==> src/rtl/lcgd_pkg.sv <==
// Shared types and constants of the light-cover gesture detector.
// No dependencies; every other file of the block imports it.
`default_nettype none

package lcgd_pkg;

   // field widths of the channels
   localparam int LIGHT_W = 12;
   localparam int NOW_W   = 32;
   localparam int AMB_W   = 12;
   localparam int CFG_W   = 16;
   localparam int IDX_W   = 4;

   // internal precision actually used from the fields
   localparam int SAMPLE_BITS = 12;
   localparam int TIME_BITS   = 32;
   localparam int CMP_W       = (SAMPLE_BITS > AMB_W) ? SAMPLE_BITS : AMB_W;

   // register indexes
   localparam logic [IDX_W-1:0] REG_AMBIENT_MIN = IDX_W'(0);
   localparam logic [IDX_W-1:0] REG_COVER_RATIO = IDX_W'(1);
   localparam logic [IDX_W-1:0] REG_COVER_MIN   = IDX_W'(2);
   localparam logic [IDX_W-1:0] REG_COOLDOWN    = IDX_W'(3);

   // register reset values
   localparam logic [AMB_W-1:0] AMBIENT_MIN_RST = AMB_W'(80);
   localparam logic [CFG_W-1:0] COVER_RATIO_RST = CFG_W'(22938);
   localparam logic [CFG_W-1:0] COVER_MIN_RST   = CFG_W'(200);
   localparam logic [CFG_W-1:0] COOLDOWN_RST    = CFG_W'(1000);

   typedef struct packed {
      logic [LIGHT_W-1:0] light_sample;
      logic [NOW_W-1:0]   now_ms;
   } lcgd_req_type;

   typedef struct packed {
      logic               trigger;
      logic               is_covered;
      logic               armed;
      logic [LIGHT_W-1:0] baseline_level;
   } lcgd_rsp_type;

   typedef struct packed {
      logic [AMB_W-1:0] ambient_min;
      logic [CFG_W-1:0] cover_ratio_q16;
      logic [CFG_W-1:0] cover_min_ms;
      logic [CFG_W-1:0] cooldown_ms;
   } lcgd_cfg_type;

endpackage

`default_nettype wire

==> src/rtl/light_cover_gesture_detector.sv <==
// Top level of the light-cover gesture detector: configuration registers, input register, core, result register.
// Depends on lcgd_pkg, lcgd_csr and lcgd_core.
//
//   channel | direction | handshake          | payload
//   req     | in        | req_valid/req_stall | lcgd_req_type (light_sample, now_ms)
//   rsp     | out       | rsp_valid/rsp_stall | lcgd_rsp_type (trigger .. baseline_level)
//   csr     | in        | csr_valid/csr_ready | csr_index, csr_wdata
//
// A request is held in the input register, then passes through the core into
// the result register. A new request is taken every cycle while rsp_stall is
// low. The core's state update is one combinational path between registers, so
// the core's update-multiply-compare path sets the clock. Reset clears the valid
// flags and core state and loads the register defaults; a stall holds the result register and a full input register.
`default_nettype none

module light_cover_gesture_detector
   import lcgd_pkg::*;
(
   input  wire logic             clock,
   input  wire logic             reset,
   input  wire logic             req_valid,
   output      logic             req_stall,
   input  wire lcgd_req_type     req_payload,
   output      logic             rsp_valid,
   input  wire logic             rsp_stall,
   output      lcgd_rsp_type     rsp_payload,
   input  wire logic             csr_valid,
   output      logic             csr_ready,
   input  wire logic [IDX_W-1:0] csr_index,
   input  wire logic [CFG_W-1:0] csr_wdata
);

   lcgd_cfg_type cfg;
   lcgd_req_type in_data_ff;
   logic         in_valid_ff, in_valid_in;
   lcgd_rsp_type out_data_ff;
   logic         out_valid_ff, out_valid_in;
   lcgd_rsp_type core_rsp;
   logic         out_free;
   logic         step;
   logic         req_take;

   lcgd_csr u_csr (
      .clock     (clock),
      .reset     (reset),
      .csr_valid (csr_valid),
      .csr_ready (csr_ready),
      .csr_index (csr_index),
      .csr_wdata (csr_wdata),
      .cfg       (cfg)
   );

   lcgd_core u_core (
      .clock (clock),
      .reset (reset),
      .step  (step),
      .req   (in_data_ff),
      .cfg   (cfg),
      .rsp   (core_rsp)
   );

   assign out_free     = !out_valid_ff || !rsp_stall;
   assign step         = in_valid_ff && out_free;
   assign req_stall    = in_valid_ff && !out_free;
   assign req_take     = req_valid && !req_stall;
   assign in_valid_in  = req_take || (in_valid_ff && !step);
   assign out_valid_in = step || (out_valid_ff && rsp_stall);

   always_ff @(posedge clock) begin
      if (reset) begin
         in_valid_ff  <= 1'b0;
         out_valid_ff <= 1'b0;
      end else begin
         in_valid_ff  <= in_valid_in;
         out_valid_ff <= out_valid_in;
      end
   end

   always_ff @(posedge clock) begin
      if (req_take)
         in_data_ff <= req_payload;
      if (step)
         out_data_ff <= core_rsp;
   end

   assign rsp_valid   = out_valid_ff;
   assign rsp_payload = out_data_ff;

endmodule

`default_nettype wire

==> src/rtl/lcgd_csr.sv <==
// Configuration registers of the light-cover gesture detector.
// Depends on lcgd_pkg.
`default_nettype none

module lcgd_csr
   import lcgd_pkg::*;
(
   input  wire logic             clock,
   input  wire logic             reset,
   input  wire logic             csr_valid,
   output      logic             csr_ready,
   input  wire logic [IDX_W-1:0] csr_index,
   input  wire logic [CFG_W-1:0] csr_wdata,
   output      lcgd_cfg_type     cfg
);

   lcgd_cfg_type cfg_ff, cfg_in;
   logic         wr_en;

   assign csr_ready = 1'b1;
   assign wr_en     = csr_valid && csr_ready;

   always_comb begin
      cfg_in = cfg_ff;
      if (wr_en) begin
         case (csr_index)
            REG_AMBIENT_MIN: cfg_in.ambient_min     = csr_wdata[AMB_W-1:0];
            REG_COVER_RATIO: cfg_in.cover_ratio_q16 = csr_wdata;
            REG_COVER_MIN:   cfg_in.cover_min_ms    = csr_wdata;
            REG_COOLDOWN:    cfg_in.cooldown_ms     = csr_wdata;
            default:         cfg_in = cfg_ff;  // unknown index: ignored
         endcase
      end
   end

   always_ff @(posedge clock) begin
      if (reset) begin
         cfg_ff.ambient_min     <= AMBIENT_MIN_RST;
         cfg_ff.cover_ratio_q16 <= COVER_RATIO_RST;
         cfg_ff.cover_min_ms    <= COVER_MIN_RST;
         cfg_ff.cooldown_ms     <= COOLDOWN_RST;
      end else begin
         cfg_ff <= cfg_in;
      end
   end

   assign cfg = cfg_ff;

endmodule

`default_nettype wire

==> src/rtl/lcgd_core.sv <==
// Baseline tracking, cover qualification and trigger state of the detector.
// Depends on lcgd_pkg; one request is processed per asserted step.
`default_nettype none

module lcgd_core
   import lcgd_pkg::*;
(
   input  wire logic         clock,
   input  wire logic         reset,
   input  wire logic         step,
   input  wire lcgd_req_type req,
   input  wire lcgd_cfg_type cfg,
   output      lcgd_rsp_type rsp
);

   logic [SAMPLE_BITS-1:0] baseline_ff, baseline_in;
   logic                   cover_active_ff, cover_active_in;
   logic [TIME_BITS-1:0]   cover_start_ff, cover_start_in;
   logic [TIME_BITS-1:0]   last_trig_ff, last_trig_in;

   logic [SAMPLE_BITS-1:0]    sample;
   logic [TIME_BITS-1:0]      now;
   logic [SAMPLE_BITS+3:0]    avg_sum;
   logic [SAMPLE_BITS-1:0]    base_upd;
   logic [SAMPLE_BITS+15:0]   prod;
   logic [SAMPLE_BITS-1:0]    threshold;
   logic [TIME_BITS-1:0]      held;
   logic [TIME_BITS-1:0]      since;
   logic                      armed;
   logic                      covered;
   logic                      qualified;
   logic                      fire;

   assign sample = SAMPLE_BITS'(req.light_sample);
   assign now    = TIME_BITS'(req.now_ms);

   // 15*b + s as (b << 4) - b + s
   assign avg_sum = ({baseline_ff, 4'b0000} - (SAMPLE_BITS+4)'(baseline_ff))
                    + (SAMPLE_BITS+4)'(sample);

   always_comb begin
      if (cover_active_ff)
         base_upd = baseline_ff;               // frozen during a cover
      else if (baseline_ff != '0)
         base_upd = avg_sum[SAMPLE_BITS+3:4];
      else
         base_upd = sample;                    // first load
   end

   assign armed     = CMP_W'(base_upd) >= CMP_W'(cfg.ambient_min);
   assign prod      = (SAMPLE_BITS+16)'(base_upd) * (SAMPLE_BITS+16)'(cfg.cover_ratio_q16);
   assign threshold = prod[SAMPLE_BITS+15:16];
   assign covered   = armed && (sample < threshold);

   assign held      = now - cover_start_ff;
   assign since     = now - last_trig_ff;
   assign qualified = (held >= TIME_BITS'(cfg.cover_min_ms))
                      && (since >= TIME_BITS'(cfg.cooldown_ms));
   assign fire      = covered && cover_active_ff && qualified;

   assign baseline_in     = base_upd;
   assign cover_active_in = covered && !fire;
   assign cover_start_in  = (covered && !cover_active_ff) ? now : cover_start_ff;
   assign last_trig_in    = fire ? now : last_trig_ff;

   always_ff @(posedge clock) begin
      if (reset) begin
         baseline_ff     <= '0;
         cover_active_ff <= 1'b0;
         cover_start_ff  <= '0;
         last_trig_ff    <= '0;
      end else if (step) begin
         baseline_ff     <= baseline_in;
         cover_active_ff <= cover_active_in;
         cover_start_ff  <= cover_start_in;
         last_trig_ff    <= last_trig_in;
      end
   end

   assign rsp.trigger        = fire;
   assign rsp.is_covered     = covered;
   assign rsp.armed          = armed;
   assign rsp.baseline_level = LIGHT_W'(base_upd);

endmodule

`default_nettype wire

==> config.mk <==
export PLATFORM = sky130hd
export DESIGN_NAME = light_cover_gesture_detector
export DESIGN_NICKNAME = d
export VERILOG_FILES = /design/src/rtl/lcgd_pkg.sv /design/src/rtl/light_cover_gesture_detector.sv /design/src/rtl/lcgd_csr.sv /design/src/rtl/lcgd_core.sv
export SDC_FILE = /design/constraint.sdc
export NUM_CORES = 1
export LEC_CHECK = 0
export CORE_MARGIN = 2
export CORE_UTILIZATION = 59
export DETAILED_ROUTE_END_ITERATION = 8
export DONT_BUFFER_PORTS = 1
export HOLD_SLACK_MARGIN = 0.02
export PLACE_DENSITY = 0.78
export SYNTH_ARGS = -nofsm -noshare
export SYNTH_HDL_FRONTEND = slang
export SYNTH_HIERARCHICAL = 1
export SYNTH_SLANG_ARGS = --single-unit
==> constraint.sdc <==
create_clock -name clock -period 10.7 [get_ports clock]
set_clock_uncertainty 0.1 [all_clocks]
set_input_delay 0.535 -clock clock [delete_from_list [all_inputs] [get_ports clock]]
set_output_delay 0.535 -clock clock [all_outputs]
set_load 0.02 [all_outputs]
==> results.cfg, run 1 <==
[status]
outcome = completed

[die]
coreArea_um2 = 32500
fp.dieH_um = 186
io_pins = 87
fp.dieArea_um2 = 34500
die_w_um = 186
std_cell_rows = 66
start_util_pct = 59.8

[sta]
fin_hold_ws_ns = 0.0439
slew_headroom_pct = 30.3
worst_pin_slew_ns = 1.04
fmax_ghz = 0.0955
fin_setup_tns_ns = 0
fin_ws_ns = 0.230
slew_viol_final = 0
finalHoldViolCount = 0
min_period_ns = 10.47
setup_viol = 0
timing.final.crit_share_pct = 97.8

[logic_synthesis]
synth.avg_cell_area_um2 = 8.79
ys_types = 87
yosysMostFrequentCell = inv_1
synth_area_leaders = fa_1 15%, dfxtp_1 14%, ha_1 13%, edfxtp_1 9.1%, mux2i_1 7.0%
syn_area_um2 = 19500
synth_edf_count = 59
synth-seq-cells = 198
syn_inst = 2216
synth_seq_area_share_pct = 23.4
yosys.area.top_type = fa_1
synth_nets = 2631
ys_async_sr_fraction_pct = 0
synth_warnings = 6
synth_top_area_share_pct = 15.3
synth_top_flop_cell = dfxtp_1
synth_commonest_cells = 351 x inv_1, 200 x nand2_1, 197 x ha_1

[global_route]
first_global_vias = 15273
gr-usage-all-layers_pct = 28.2
grt_pass1_wl_um = 76500
grt_overflow = 0
grt_start_max_net_pins = 201
antenna_found_initial = 0

[route]
drt_iter0_drc = 1115
antenna_left = 0
wl_per_cell_um = 18.1
dr.pass1.iters = 6
num_vias = 15519
routed_wl_um = 48400
vias_per_cell = 5.81
drc = 0

[clock_network]
cts_tree = built
clkLatencyLatePin_ns = 0.46
root_buffer = clkbuf_16
cts_buffer_depth = 2
cts.sinks = 198
cts_buffers = 17
path_clk_slew_ns = 0.09
htree_levels = 4

[cells_and_area]
nets = 2631
num_antenna_cells = 0
drive_gt1_share_pct = 7.04
final_util_pct = 64.7
area_growth_pct = 8.08

[min_path]
hp-start = reset
hold_path_depth = 1
hold_class = input port to register
holdPathEnd = u_core/cover_start_ff[7]

[flow_run]
maxCapViolCount = 0

[setup_path]
worst-path-stages = 43
cp_num_buf_inv = 8
worst_setup_path_end_kind = register
r2r_end = u_core/cover_start_ff[21]
crit_top_cell = fa_1
required_ns = 10.94
r2r_slack_ns = 0.23
worstSetupStartpointType = register
reg2reg_depth = 43
crit_arrival_ns = 10.71
reg2reg_from = in_data_ff[36]
slowest_delay_ns = 0.54
slowest_stage = fa_1
critical_path_class = register to register
critPathMaxFanout = 16
setup.worst_path.start = in_data_ff[36]
crit_family = adder cells

[placement]
dpl.hpwl_um = 36100
gp_congestion = 0.935
io_buffers = 0
pre_cts_slack_ns = -0.0294
-- cell type report --
cell class,instances,area (um2)
Timing Repair Buffer,68,641
Clock buffer,18,439
Fill cell,2692,11500
Tap cell,442,553
Sequential cell,198,4550
Clock inverter,14,154
Multi-Input combinational cell,1580,13400
Inverter,351,1320
-- layout by cell type, fill, tap and decap left out, types with 25 or more instances in the layout --
cell type  count
inv_1        350
nand2_1      199
ha_1         194
fa_1         146
dfxtp_1      139
mux2i_1      136
nand2b_1     136
nor2_1       135
a21oi_1       96
and2_1        64
edfxtp_1      59
o21ai_0       56
buf_4         54
a21o_1        31
nor3_1        25
-- state kept, by name, summed over array words and instances, names as in the netlist --
signal                  cells
rsp_valid                   1
u_csr/cfg                  60
in_data_ff                 44
in_valid_ff                 1
u_core/baseline_ff         12
u_core/cover_start_ff      32
u_core/cover_active_ff      1
rsp_payload                15
u_core/last_trig_ff        32
-- metrics by stage --
stage                     area [um2]  cells
after floorplan                19500   2216
after CTS                      20700   2655
after detailed placement       20100   2623
after global routing           21000   2671
after global placement         20100   2623
final                          21000   2671
-- cells by family (layout without fill, tap and decap cells) --
family,count (synthesis),count (layout),synth area share [%]
buffers and inverters,438,451,8.83
other,1,1,0.0193
muxes,143,143,7.39
xor gates and xnor gates,48,48,2.16
and+or+nand+nor,681,681,17.8
adders and majority gates,346,346,28.0
AOI/OAI and AO/OA,361,361,12.5
DFF,198,198,23.4
-- metal layers --
layer / wire length, um / up-vias / share of wire, % / track usage [%]
li1: - / 7376 / - / -
met1: 20800 / 7514 / 43 / 36.6
met2: 22800 / 561 / 47 / 46.6
met3: 3850 / 68 / 8.0 / 7.38
met4: 892 / 0 / 1.8 / 7.94
met5: 0 / - / 0 / 0
-- how the worst max path moves through the flow --
stage | slack [ns] | endpoint
after global placement | 0.21 | u_core/cover_start_ff[5]
after CTS | 0.02 | u_core/cover_start_ff[3]
after detailed placement | -0.03 | u_core/cover_start_ff[0]
after floorplan | 0.24 | u_core/cover_start_ff[1]
after global routing | -0.1 | u_core/cover_start_ff[21]
final | 0.23 | u_core/cover_start_ff[21]
-- timing repair --
action,CTS,global route
hold buffers,0,1
setup endpoints to repair,61,67
setup buffers,0,13
endpoints found under the hold margin,0,1
gates cloned,0,2
pin swaps,0,25
resized for setup,1,45
Power of run 1 is not shown: default switching activity piles up to over one toggle a cycle in this logic, so the estimate is an artifact.
==> run 2, diff against run 1 <==
--- a/config.mk
+++ b/config.mk
@@ -5,6 +5,7 @@
 export SDC_FILE = /design/constraint.sdc
 export NUM_CORES = 1
 export LEC_CHECK = 0
+export ABC_AREA = 1
 export CORE_MARGIN = 2
 export CORE_UTILIZATION = 59
 export DETAILED_ROUTE_END_ITERATION = 8
==> run 2 against run 1 <==
  * First-iteration DRC count up 45%
  * Count of clock-buffer cells in the layout grew 1
  * Flip-flop and latch count stayed put
  * Setup slack improved by 0.44 ns
  * Global-route usage rose by 2.0 points
  * Via count is 14% higher
==> results.cfg, run 2 <==
[status]
outcome = completed

[global_route]
grt_overflow = 0
grtUsageMet1_pct = 37.9
grt_pass1_wl_um = 85200
grt_start_max_net_pins = 74
first_global_vias = 17405
top_usage_layer = met2
grt_use_met2_pct = 51.0
gr-usage-all-layers_pct = 30.2
use_met3_pct = 6.34
antenna_found_initial = 0

[die]
fp.dieArea_um2 = 35300
fp.dieH_um = 188
die_w_um = 188
coreArea_um2 = 33400
start_util_pct = 59.7
io_pins = 87
std_cell_rows = 67

[cells_and_area]
final_common_cell = nand2_1
fin_area_um2 = 21000
nets = 3119
final_cell_mix = 589 x nand2_1, 570 x inv_1, 341 x nor2_1, 197 x ha_1, 149 x fa_1
final_util_pct = 62.8
largest_reg_flops = 60
area_growth_pct = 5.22
num_antenna_cells = 0
drive_gt1_share_pct = 4.01

[setup_path]
r2r_slack_ns = 0.67
worst_setup_path_end_kind = register
critPathMaxFanout = 16
required_ns = 10.99
slowest_stage = fa_1
reg2reg_depth = 53
reg2reg_from = in_data_ff[36]
crit_arrival_ns = 10.33
r2r_end = u_core/last_trig_ff[16]
critical_path_class = register to register
worstSetupStartpointType = register
crit_top_cell = nand2_1
slowest_delay_ns = 0.54

[clock_network]
path_clk_slew_ns = 0.08
cts_buffer_depth = 2
root_buffer = clkbuf_16
cts_buffers = 17
cts.sinks = 198
clkLatencyLatePin_ns = 0.47
htree_levels = 4
cts_tree = built

[sta]
worst_pin_slew_ns = 1.29
slew_viol_final = 0
slew_headroom_pct = 13.7
finalHoldViolCount = 0
min_period_ns = 10.03
setup_viol = 0
timing.final.crit_share_pct = 93.8
fmax_ghz = 0.0997
fin_hold_ws_ns = 0.0392

[logic_synthesis]
synth_nets = 3163
synth_seq_area_share_pct = 22.8
synth.avg_cell_area_um2 = 7.26
synth_warnings = 6
ys_types = 57
synth-seq-cells = 198
synth_area_leaders = fa_1 15%, dfxtp_1 14%, ha_1 12%, nand2_1 11%, inv_1 11%
synth_top_area_share_pct = 14.9
synth_edf_count = 59
syn_area_um2 = 20000
syn_inst = 2748
yosysMostFrequentCell = nand2_1
synth_top_flop_cell = dfxtp_1
synth_commonest_cells = 590 x nand2_1, 575 x inv_1, 342 x nor2_1
ys_async_sr_fraction_pct = 0
yosys.area.top_type = fa_1

[flow_run]
maxCapViolCount = 0

[route]
routed_wl_um = 54200
vias_per_cell = 5.60
drc = 0
antenna_left = 0
drt_iter0_drc = 1620
dr.pass1.iters = 6
wl_per_cell_um = 17.1
num_vias = 17738

[min_path]
hold_path_depth = 1
hold_class = input port to register
hp-start = reset
holdPathEnd = rsp_valid

[placement]
io_buffers = 0
postPlaceCellArea_um2 = 20100
gp_congestion = 1.01
dpl.hpwl_um = 39900
[run 2: cell count changes after synthesis, sizes merged, moves of 32 or more]
cell / delta
nand2: +393
mux2i: -137
nand2b: -136
and2: -66
nand4: +106
buf: +32
nor2: +210
nand3: +67
inv: +230
[run 2: how the worst max path moves through the flow]
stage	from	end	cells after the start	slack, ns
after floorplan	in_data_ff[36]	rsp_payload[14]	50	1.83
after global placement	in_data_ff[36]	u_core/cover_start_ff[6]	52	0.63
after detailed placement	in_data_ff[36]	u_core/cover_start_ff[31]	51	0.31
after CTS	in_data_ff[36]	u_core/cover_start_ff[31]	51	0.25
after global routing	in_data_ff[36]	u_core/last_trig_ff[26]	53	-0.01
final	in_data_ff[36]	u_core/last_trig_ff[16]	53	0.67
[run 2: stage by stage]
stage / worst slack, ns / setup TNS (ns) / instances
2_1_floorplan: 1.83 / 0 / 2748
3_3_place_gp: 0.627 / 0 / 3119
3_5_place_dp: 0.312 / 0 / 3119
4_1_cts: 0.246 / 0 / 3152
5_1_grt: -0.0149 / -0.0513 / 3165
6_report: 0.665 / 0 / 3165
[run 2: layout make-up]
cell class | count | area (um2)
Timing Repair Buffer | 21 | 226
Clock inverter | 13 | 178
Multi-Input combinational cell | 1881 | 12800
Inverter | 585 | 2210
Clock buffer | 19 | 443
Fill cell | 2941 | 12500
Sequential cell | 198 | 4550
Tap cell | 448 | 561
[run 2: timing repair]
item,CTS,global route
resized for setup,0,10
setup buffers,0,9
endpoints found under the hold margin,2,0
setup endpoints to repair,0,64
hold buffers,1,0
[run 2: routing by layer]
metal  share of wire (%)  vias up
met2                  47      740
met1                  41     8345
li1                    -     8517
met4                 3.7        0
met3                 8.0      136
met5                   0        -
[run 2: logic make-up after synthesis]
kind of cell	after synthesis	synth area share, %
flip-flops	198	22.8
AND/OR/NAND/NOR	1191	25.7
AO/OA/AOI/OAI	283	8.33
buffers and inverters	673	13.4
other	1	0.0188
XOR/XNOR	56	2.46
adder cells (fa/ha/maj)	346	27.3
[run 2: critical path, delay by kind of cell (launching register included)]
family,cells,cell delay (ns)
xor gates and xnor gates,1,0.18
adders and majority gates,9,4.05
DFF,1,0.45
buffers and inverters,5,0.54
AOI/OAI and AO/OA,10,1.72
and+or+nand+nor,28,2.86
Power of run 2 is left out for the same reason.
